**src/design/kdlp_pkg.sv**
```systemverilog
// ----------------------------------------------------------------------------
// Key debounce package
// Types, register indexes and reset values shared by the debouncer modules.
// ----------------------------------------------------------------------------
`timescale 1ns / 1ps

package kdlp_pkg;

	localparam int MASK_W  = 4;
	localparam int COUNT_W = 8;
	localparam int INDEX_W = 2;

	typedef logic [MASK_W-1:0]  mask_t;
	typedef logic [COUNT_W-1:0] count_t;
	typedef logic [INDEX_W-1:0] reg_index_t;

	localparam reg_index_t REG_PRESS_TICKS   = 2'd0;
	localparam reg_index_t REG_RELEASE_TICKS = 2'd1;
	localparam reg_index_t REG_LONG_TICKS    = 2'd2;

	localparam count_t PRESS_TICKS_RST   = 8'd10;
	localparam count_t RELEASE_TICKS_RST = 8'd10;
	localparam count_t LONG_TICKS_RST    = 8'd50;
	localparam count_t COUNT_MAX         = 8'hFF;

	typedef struct packed {
		count_t press_ticks;
		count_t release_ticks;
		count_t long_ticks;
	} kdlp_cfg_t;

	typedef struct packed {
		mask_t key_code;
		logic  long_press;
	} kdlp_res_t;

	function automatic count_t inc_sat(input count_t v);
		inc_sat = (v == COUNT_MAX) ? COUNT_MAX : count_t'(v + 8'd1);
	endfunction

endpackage

```
**src/design/key_debounce_long_press_unit.sv**
```systemverilog
// ----------------------------------------------------------------------------
// Key debounce with long-press detection
// Four-key debouncer; one item per sample tick, one result per press.
// ----------------------------------------------------------------------------
// Usage:
//   Input channel (in_valid/in_stall, key_mask): one item per sample tick,
//   carrying the mask of pressed keys.  Taken every cycle unless stalled.
//   Output channel (out_valid/out_stall, key_code, long_press): one item when
//   a press ends, giving the largest mask seen and the long-press flag.
//   Config channel (cfg_valid/cfg_ready, cfg_index, cfg_data): thresholds
//   press_ticks (0), release_ticks (1), long_ticks (2); other indexes are
//   ignored.  Write only while idle.  cfg_ready is always high.
//   A result for the tick that ends the press passes the input register, then
//   the result register.  The block takes one item per cycle unless a stalled
//   result holds the input; the press state is updated between the two.
//   Reset clears all press state and loads thresholds 10, 10 and 50.
//   While a result is stalled, ticks that end no press keep flowing; a tick
//   that ends a press waits in the input register, stalling the input.
// ----------------------------------------------------------------------------
`timescale 1ns / 1ps

module key_debounce_long_press_unit import kdlp_pkg::*; (
	input  logic       clk,
	input  logic       arst_n,
	input  logic       in_valid,
	output logic       in_stall,
	input  mask_t      key_mask,
	output logic       out_valid,
	input  logic       out_stall,
	output mask_t      key_code,
	output logic       long_press,
	input  logic       cfg_valid,
	output logic       cfg_ready,
	input  reg_index_t cfg_index,
	input  count_t     cfg_data
);

	kdlp_cfg_t cfg;
	kdlp_res_t res;
	logic      res_valid;
	logic      out_free;

	kdlp_cfg_regs u_cfg (
		.clk       (clk),
		.arst_n    (arst_n),
		.cfg_valid (cfg_valid),
		.cfg_ready (cfg_ready),
		.cfg_index (cfg_index),
		.cfg_data  (cfg_data),
		.cfg       (cfg)
	);

	kdlp_tracker u_trk (
		.clk       (clk),
		.arst_n    (arst_n),
		.in_valid  (in_valid),
		.in_stall  (in_stall),
		.key_mask  (key_mask),
		.cfg       (cfg),
		.out_free  (out_free),
		.res_valid (res_valid),
		.res       (res)
	);

	kdlp_out_stage u_out (
		.clk        (clk),
		.arst_n     (arst_n),
		.res_valid  (res_valid),
		.res        (res),
		.out_free   (out_free),
		.out_valid  (out_valid),
		.out_stall  (out_stall),
		.key_code   (key_code),
		.long_press (long_press)
	);

endmodule

```
**src/design/kdlp_cfg_regs.sv**
```systemverilog
// ----------------------------------------------------------------------------
// Key debounce configuration registers
// Threshold registers written through the configuration channel.
// ----------------------------------------------------------------------------
`timescale 1ns / 1ps

module kdlp_cfg_regs import kdlp_pkg::*; (
	input  logic       clk,
	input  logic       arst_n,
	input  logic       cfg_valid,
	output logic       cfg_ready,
	input  reg_index_t cfg_index,
	input  count_t     cfg_data,
	output kdlp_cfg_t  cfg
);

	kdlp_cfg_t cfg_q;
	logic      wr;

	assign cfg_ready = 1'b1;
	assign wr        = cfg_valid && cfg_ready;
	assign cfg       = cfg_q;

	always_ff @(posedge clk or negedge arst_n) begin
		if (!arst_n) begin
			cfg_q.press_ticks   <= PRESS_TICKS_RST;
			cfg_q.release_ticks <= RELEASE_TICKS_RST;
			cfg_q.long_ticks    <= LONG_TICKS_RST;
		end else if (wr) begin
			case (cfg_index)
				REG_PRESS_TICKS:   cfg_q.press_ticks   <= cfg_data;
				REG_RELEASE_TICKS: cfg_q.release_ticks <= cfg_data;
				REG_LONG_TICKS:    cfg_q.long_ticks    <= cfg_data;
				default: ;
			endcase
		end
	end

endmodule

```
**src/design/kdlp_tracker.sv**
```systemverilog
// ----------------------------------------------------------------------------
// Key debounce press tracker
// Input register, press/release update, one item per cycle unless stalled.
// ----------------------------------------------------------------------------
`timescale 1ns / 1ps

module kdlp_tracker import kdlp_pkg::*; (
	input  logic      clk,
	input  logic      arst_n,
	input  logic      in_valid,
	output logic      in_stall,
	input  mask_t     key_mask,
	input  kdlp_cfg_t cfg,
	input  logic      out_free,
	output logic      res_valid,
	output kdlp_res_t res
);

	logic   valid_s1;
	mask_t  mask_s1;
	logic   phase_q;
	count_t run_q;
	count_t held_q;
	mask_t  best_q;

	logic   phase_d;
	count_t run_d;
	count_t held_d;
	mask_t  best_d;

	logic   pressed;
	count_t run_inc;
	logic   fire;
	logic   advance;
	logic   accept;

	assign pressed = |mask_s1;
	assign run_inc = inc_sat(run_q);
	assign fire    = valid_s1 && phase_q && !pressed && (run_inc >= cfg.release_ticks);
	// an item with no result may pass while a result waits downstream
	assign advance = valid_s1 && (out_free || !fire);
	assign in_stall = valid_s1 && !advance;
	assign accept  = in_valid && !in_stall;

	assign res_valid      = advance && fire;
	assign res.key_code   = best_q;
	assign res.long_press = held_q > cfg.long_ticks;

	always_comb begin
		phase_d = phase_q;
		run_d   = run_q;
		held_d  = held_q;
		best_d  = (pressed && mask_s1 > best_q) ? mask_s1 : best_q;
		if (!phase_q) begin
			if (pressed) begin
				run_d = run_inc;
				if (run_inc >= cfg.press_ticks) begin
					phase_d = 1'b1;
					run_d   = '0;
				end
			end else begin
				run_d = '0;
			end
		end else if (pressed) begin
			run_d  = '0;
			held_d = inc_sat(held_q);
		end else if (fire) begin
			phase_d = 1'b0;
			run_d   = '0;
			held_d  = '0;
			best_d  = '0;
		end else begin
			run_d = run_inc;
		end
	end

	always_ff @(posedge clk or negedge arst_n) begin
		if (!arst_n) begin
			valid_s1 <= 1'b0;
		end else if (accept) begin
			valid_s1 <= 1'b1;
		end else if (advance) begin
			valid_s1 <= 1'b0;
		end
	end

	always_ff @(posedge clk) begin
		if (accept) begin
			mask_s1 <= key_mask;
		end
	end

	always_ff @(posedge clk or negedge arst_n) begin
		if (!arst_n) begin
			phase_q <= 1'b0;
			run_q   <= '0;
			held_q  <= '0;
			best_q  <= '0;
		end else if (advance) begin
			phase_q <= phase_d;
			run_q   <= run_d;
			held_q  <= held_d;
			best_q  <= best_d;
		end
	end

endmodule

```
**src/design/kdlp_out_stage.sv**
```systemverilog
// ----------------------------------------------------------------------------
// Key debounce output stage
// Result register holding one item until the receiver takes it.
// ----------------------------------------------------------------------------
`timescale 1ns / 1ps

module kdlp_out_stage import kdlp_pkg::*; (
	input  logic      clk,
	input  logic      arst_n,
	input  logic      res_valid,
	input  kdlp_res_t res,
	output logic      out_free,
	output logic      out_valid,
	input  logic      out_stall,
	output mask_t     key_code,
	output logic      long_press
);

	logic      valid_q;
	kdlp_res_t res_q;

	assign out_free   = !valid_q || !out_stall;
	assign out_valid  = valid_q;
	assign key_code   = res_q.key_code;
	assign long_press = res_q.long_press;

	always_ff @(posedge clk or negedge arst_n) begin
		if (!arst_n) begin
			valid_q <= 1'b0;
		end else if (out_free) begin
			valid_q <= res_valid;
		end
	end

	always_ff @(posedge clk) begin
		if (out_free && res_valid) begin
			res_q <= res;
		end
	end

endmodule

```
**config.mk**
```make
export PLATFORM = sky130hd
export DESIGN_NAME = key_debounce_long_press_unit
export DESIGN_NICKNAME = d
export VERILOG_FILES = /design/src/design/kdlp_pkg.sv /design/src/design/key_debounce_long_press_unit.sv /design/src/design/kdlp_cfg_regs.sv /design/src/design/kdlp_tracker.sv /design/src/design/kdlp_out_stage.sv
export SDC_FILE = /design/constraint.sdc
export NUM_CORES = 1
export LEC_CHECK = 0
export ABC_AREA = 1
export BUFFER_PORTS_ARGS = -buffer_cell sky130_fd_sc_hd__clkbuf_2
export CAP_MARGIN = 20
export CELL_PAD_IN_SITES_DETAIL_PLACEMENT = 1
export CELL_PAD_IN_SITES_GLOBAL_PLACEMENT = 2
export CORE_ASPECT_RATIO = 1.5
export CORE_MARGIN = 1.5
export CORE_UTILIZATION = 39
export CTS_CLUSTER_SIZE = 30
export DETAILED_ROUTE_END_ITERATION = 10
export PLACE_DENSITY = 0.91
export SLEW_MARGIN = 20
export SYNTH_ARGS = -nofsm -noshare
export SYNTH_HDL_FRONTEND = slang
export SYNTH_HIERARCHICAL = 1
export SYNTH_SLANG_ARGS = --single-unit
```
**constraint.sdc**
```tcl
create_clock -name clk -period 7.92 [get_ports clk]
set_input_delay 0.792 -clock clk [delete_from_list [all_inputs] [get_ports clk]]
set_output_delay 0.792 -clock clk [all_outputs]
set_load 0.02 [all_outputs]
```
# ---- Word level (Yosys, flattened, before mapping)
# Index checks and enable logic that the tools add are counted.
dict set report classes {
  n_addsub 2
  n_mux 20
  eq_ne 4
  magnitude_cmp 4
  reduce_logical 25
}
# op count
set ops {}
lappend ops {{2-to-1 mux 8 bit} 9}
lappend ops {{adder 8 x 1 -> 8 bit (second input constant)} 2}
lappend ops {{== test 8 bit (second input constant)} 2}
lappend ops {{>= comparator 8 bit} 2}
lappend ops {{2-to-1 mux 4 bit} 4}
lappend ops {{logical AND 1 bit} 9}
lappend ops {{> comparator 8 bit} 1}
lappend ops {{2-to-1 mux 1 bit} 7}
lappend ops {{zero test 1 bit} 6}
lappend ops {{AND reduction 2 bit} 3}
lappend ops {{> comparator 4 bit} 1}
lappend ops {{nonzero test 2 bit} 2}
lappend ops {{OR reduction 4 bit} 1}
lappend ops {{AND reduction 3 bit} 1}
lappend ops {{== test 2 x 1 -> 1 bit (second input constant)} 1}
lappend ops {{== test 2 bit (second input constant)} 1}
lappend ops {{zero test 2 bit} 1}
lappend ops {{logical OR 1 bit} 2}
dict set report totals {
  ff_bits 56
  elab_cells 67
  output_inout_bits 8
}

# ---- Depth between registers and ports, before layout
dict set report depth {
  word_depth 12
  depth_mapped 20
  mapped_depth_nobuf 20
}

# ---- By module
# The synthesis kept the hierarchy.
# module n_inst seq_area_each_um2 cells_per_inst area_each_um2
set modules_own_cells {}
lappend modules_own_cells {kdlp_tracker 1 670.6 341 2329.7}
lappend modules_own_cells {kdlp_cfg_regs 1 609.3 109 1071.0}
lappend modules_own_cells {kdlp_out_stage 1 175.2 10 191.4}

# ---- Least setup slack after synthesis
# No wires, ideal clock.
dict set report synth_path {
  kind {reg2out}
  start {reg u_trk.run_q[0]}
  end {out in_stall}
  arrival_ps 2193
  path_stages_with_launch 14
  slack_ps 4935
  cell_sequence {dfrtp_1 -> ha_1 -> nand3_2 -> nor2_4 -> nand2_1 -> xor2_1 -> nand2_1 -> ha_1 -> nand2_1 -> o21a_1 -> nand2_2 -> nand3_2 -> buf_2 -> inv_1}
}
dict set report synth_between {
  elab_chain_len 9
  elab_cells_between_ends 10
  classes_between {add/sub: 1; order compare: 1; eq/ne: 1; mux: 1; reduce/logical: 6}
}
# item line
set synth_lines {}
lappend synth_lines {{from (decl)} kdlp_tracker.sv:22} ;# count_t run_q;
lappend synth_lines {{from (signal assigned)} kdlp_tracker.sv:101} ;# run_q <= run_d;
lappend synth_lines {{adder 8 x 1 -> 8 bit / == test 8 bit (equally long branches)} kdlp_pkg.sv:38} ;# inc_sat = (v == COUNT_MAX) ? COUNT_MAX : count_t'(v + 8'd1);
lappend synth_lines {{2-to-1 mux 8 bit *} kdlp_pkg.sv:38}
lappend synth_lines {{>= comparator 8 bit *} kdlp_tracker.sv:39} ;# assign fire = valid_s1 && phase_q && !pressed && (run_inc >= cfg.release_ticks);
lappend synth_lines {{logical AND 1 bit *} kdlp_tracker.sv:39}
lappend synth_lines {{zero test 1 bit *} kdlp_tracker.sv:41} ;# assign advance = valid_s1 && (out_free || !fire);
lappend synth_lines {{logical OR 1 bit *} kdlp_tracker.sv:41}
lappend synth_lines {{logical AND 1 bit *} kdlp_tracker.sv:41}
lappend synth_lines {{zero test 1 bit *} kdlp_tracker.sv:42} ;# assign in_stall = valid_s1 && !advance;
lappend synth_lines {{logical AND 1 bit *} kdlp_tracker.sv:42}
lappend synth_lines {{to (decl)} key_debounce_long_press_unit.sv:26} ;# output logic in_stall,
# Every way passes the cells marked *; elsewhere a longest branch is shown, timed or not.

# ---- Final worst setup path
# Ends and elaborated chain as after synthesis.

==> impl_metrics.csv <==
group,metric,value,unit
run_status,status,"finished clean",
die,fp.dieW,81.4,um
die,core_area,0.00888,mm2
setup_path,r2r_setup_slack,4.81,ns
layout,final_area,0.00394,mm2
pwr,netSwitchingPower,0.000358,W
hold_path,worstHoldStart,"u_cfg/cfg[1]",
die,die_h,121,um
flow_run,maxCapViolCount,0,
placement,dp_hpwl,6.47,mm
hold_path,min_to,"u_cfg/cfg[1]",
global_route,grt_pass1_vias,3207,
drt,ant_nets,0,
global_route,grt_util_met3,2.72,%
global_route,grt_busiest_layer,"met2",
setup_path,reg2reg_to,"u_out/key_code[3]",
global_route,gr-usage-met1,22.0,%
sta,slew_headroom,59.6,%
clock_network,cts_max_level,2,
synthesis,synthCells,460,
layout,nFillCells,1124,
sta,report.final.slew_viol_count,0,
die,placementRows,42,
layout,seq_area,0.00146,mm2
placement,dp.cells,586,
die,fp.dieArea,0.00981,mm2
drt,drtPass1Iterations,4,
hold_path,whs_path_depth,2,
global_route,antenna_found_initial,0,
hold_path,hp-class,"flop to flop",
setup_path,cp.required,7.13,ns
setup_path,crit_path_max_incr_delay,0.41,ns
pwr,p_clk_share,26.5,%
global_route,grt_usage,19.2,%
sta,max_freq,0.278,GHz
drt,drc_errors,0,
synthesis,syn_area,0.00359,mm2
placement,place_area,0.00377,mm2
pwr,pwr-share-seq,40.3,%
pwr,internal_power,0.000620,W
clock_network,cts_buffers,5,
pwr,combPwrFrac,33.1,%
pwr,power.density,248,mW/mm2
pwr,p_sw_share,36.6,%
synthesis,seq_area_frac_synth,40.5,%
synthesis,synth.distinct_cells,35,
synthesis,ys_warn_count,6,
clock_network,clk_latency,0.30,ns
sta,skew,0.00830,ns
global_route,globalRouteMet2Util,35.9,%
die,top_level_ports,27,
setup_path,path_max_fanout,14,
sta,period_share,45.5,%
layout,final-instance-count-excl-fill,594,
sta,tns,0,ns
clock_network,path_clk_slew,0.07,ns
layout,syn_to_final_growth,9.75,%
clock_network,clockBufferDepth,2,
clock_network,cts_hold_buf,0,
sta,timing.final.crit_period,3.60,ns
setup_path,cp_cell_sequence,"ha_1, nand3_2, nor2_4, nand4_4, nand2_1, inv_1, ha_1, nand2_1, nor2_1, nor2_1, nand2_1, nand2_1, nand2_2, nand3_2, inv_1, clkbuf_2",
placement,io_buffers,25,
setup_path,cp_slowest_cell,"dfrtp_1",
sta,rsz0062_at_grt,"no",
setup_path,crit_path_frequent_cell,"nand2_1",
pwr,ir_drop,0.000143,V
clock_network,postCtsSetupRepairBufs,0,
setup_path,path_class,"flop to output pin",
setup_path,r2r_start,"u_trk/run_q[0]",
layout,final_nets,532,
clock_network,clkSinkCount,56,
placement,place.gp.congestion,0.851,
setup_path,rr_worst_depth,19,
sta,setup_viol,0,
synthesis,synth_fp_nets,509,
synthesis,postSynthAreaPerCell,7.81,um2
sta,holdWs,0.463,ns
drt,route.detailed.wl_per_inst,14.0,um
global_route,grt_remaining_overflow,0,
pwr,p_leak,2.18,nW
layout,n_antenna_cell,0,
global_route,grt_max_degree,48,
sta,hold_violations,0,
layout,multi_input_area,0.00181,mm2
sta,worstMarginPinSlew,0.607,ns
pwr,p_total,0.000979,W
global_route,grt_pass1_wl,14.4,mm
setup_path,crit_path_start_kind,"flop",
setup_path,worstPathArrival,2.81,ns
drt,wl,8.32,mm
setup_path,cp-end-kind,"output pin",
drt,route.vias.total,2942,
clock_network,cts_root_buf,"clkbuf_16",
die,start_util,40.4,%
layout,final_common_cell,"nand2_1",
drt,viasPerCell,4.95,
layout,drive_gt1_share,13.2,%
clock_network,post_cts_resized,0,
clock_network,cts_tree,"yes",
drt,drt_iter0_drc,79,
synthesis,ys_ff_latch,56,
layout,layout_common_cells,"nand2_1, inv_1, dfrtp_1",
[power by group through the flow]
stage,Sequential [W],Combinational [W],Clock [W]
after CTS,0.000396,0.000334,0.000266
after global placement,0.000398,0.000309,0
after detailed placement,0.000400,0.000330,0
after global routing,0.000404,0.000384,0.000277
after floorplan,0.000387,0.000253,0
final,0.000395,0.000324,0.000260
[synth_stat cells]
library cell	instances	area [um2]
o21ai_1	2	10.0
nor2_2	2	12.5
nor2_1	29	109
dfstp_2	7	184
inv_1	62	233
nand2_1	167	627
conb_1	1	3.75
nand3_2	5	50.1
buf_4	2	15.0
nand4_1	27	169
clkbuf_1	1	3.75
inv_2	2	7.51
nand3_1	21	105
nand2_2	3	18.8
buf_6	6	67.6
nor2_4	1	11.3
nand4_4	1	21.3
ha_1	30	375
o21a_1	1	7.51
or2_1	1	6.26
nand2_4	3	33.8
nor3_1	2	10.0
xnor2_1	1	8.76
a211oi_1	1	7.51
nand3_4	2	35.0
xor2_1	2	17.5
a21o_1	1	7.51
a21oi_1	17	85.1
o21ai_2	2	17.5
o21ai_0	6	30.0
edfxtp_1	9	270
dfrtp_1	40	1000
nor2_8	1	20.0
buf_2	1	5.00
or2_2	1	6.26
[flip-flops by register name, indices dropped and copies added (netlist names)]
signal            count
u_out/key_code        4
u_out/out_valid       1
u_trk/held_q          8
u_trk/mask_s1         4
u_trk/run_q           8
u_trk/best_q          4
u_trk/valid_s1        1
u_trk/phase_q         1
u_cfg/cfg            24
u_out/long_press      1
[worst max-delay path: cells and delay by family, from the launching register on]
| kind | cells | cell delay, ns |
|---|---|---|
| AND/OR/NAND/NOR | 11 | 1.24 |
| adder cells (fa/ha/maj) | 2 | 0.50 |
| flip-flops | 1 | 0.41 |
| buffers and inverters | 3 | 0.37 |
[cells by family (layout without fill, tap and decap cells)]
group,count (synthesis),after routing,share of synthesized area (%)
other,1,1,0.104
AOI/OAI and AO/OA,30,30,4.60
buffers and inverters,74,98,9.23
DFF,56,56,40.5
and+or+nand+nor,266,266,34.4
adders and majority gates,30,30,10.4
xor gates and xnor gates,3,3,0.732
[worst max-delay path by stage]
stage,from,depth (start not counted),slack (ns),to
floorplan,u_trk/run_q[0],13,4.94,in_stall
detailed placement,u_trk/run_q[0],16,4.61,in_stall
global placement,u_trk/run_q[0],16,4.68,in_stall
finish,u_trk/run_q[0],16,4.32,in_stall
global route,u_trk/run_q[0],16,3.97,in_stall
CTS,u_trk/run_q[0],16,4.27,in_stall
[through the flow]
step,utilization [%],setup WS (ns)
finish,44.4,4.32
global route,44.4,3.97
CTS,44.4,4.27
detailed placement,42.5,4.61
global placement,42.5,4.68
floorplan,-,4.94
[cell type report]
type / count / share of cell area [%]
clock buffer: 5 / 3.17
multi-input combinational: 330 / 45.8
inverter: 64 / 6.09
sequential: 56 / 36.9
clock inverter: 3 / 1.17
timing repair buffer: 26 / 3.36
tap: 110 / 3.49
[metal layers]
metal | part of all wire [%] | vias to the layer above
li1 | - | 1519
met5 | 0 | -
met4 | 1.1 | 0
met1 | 42 | 1387
met3 | 1.9 | 7
met2 | 55 | 29
(Power assumes the default switching activity.)
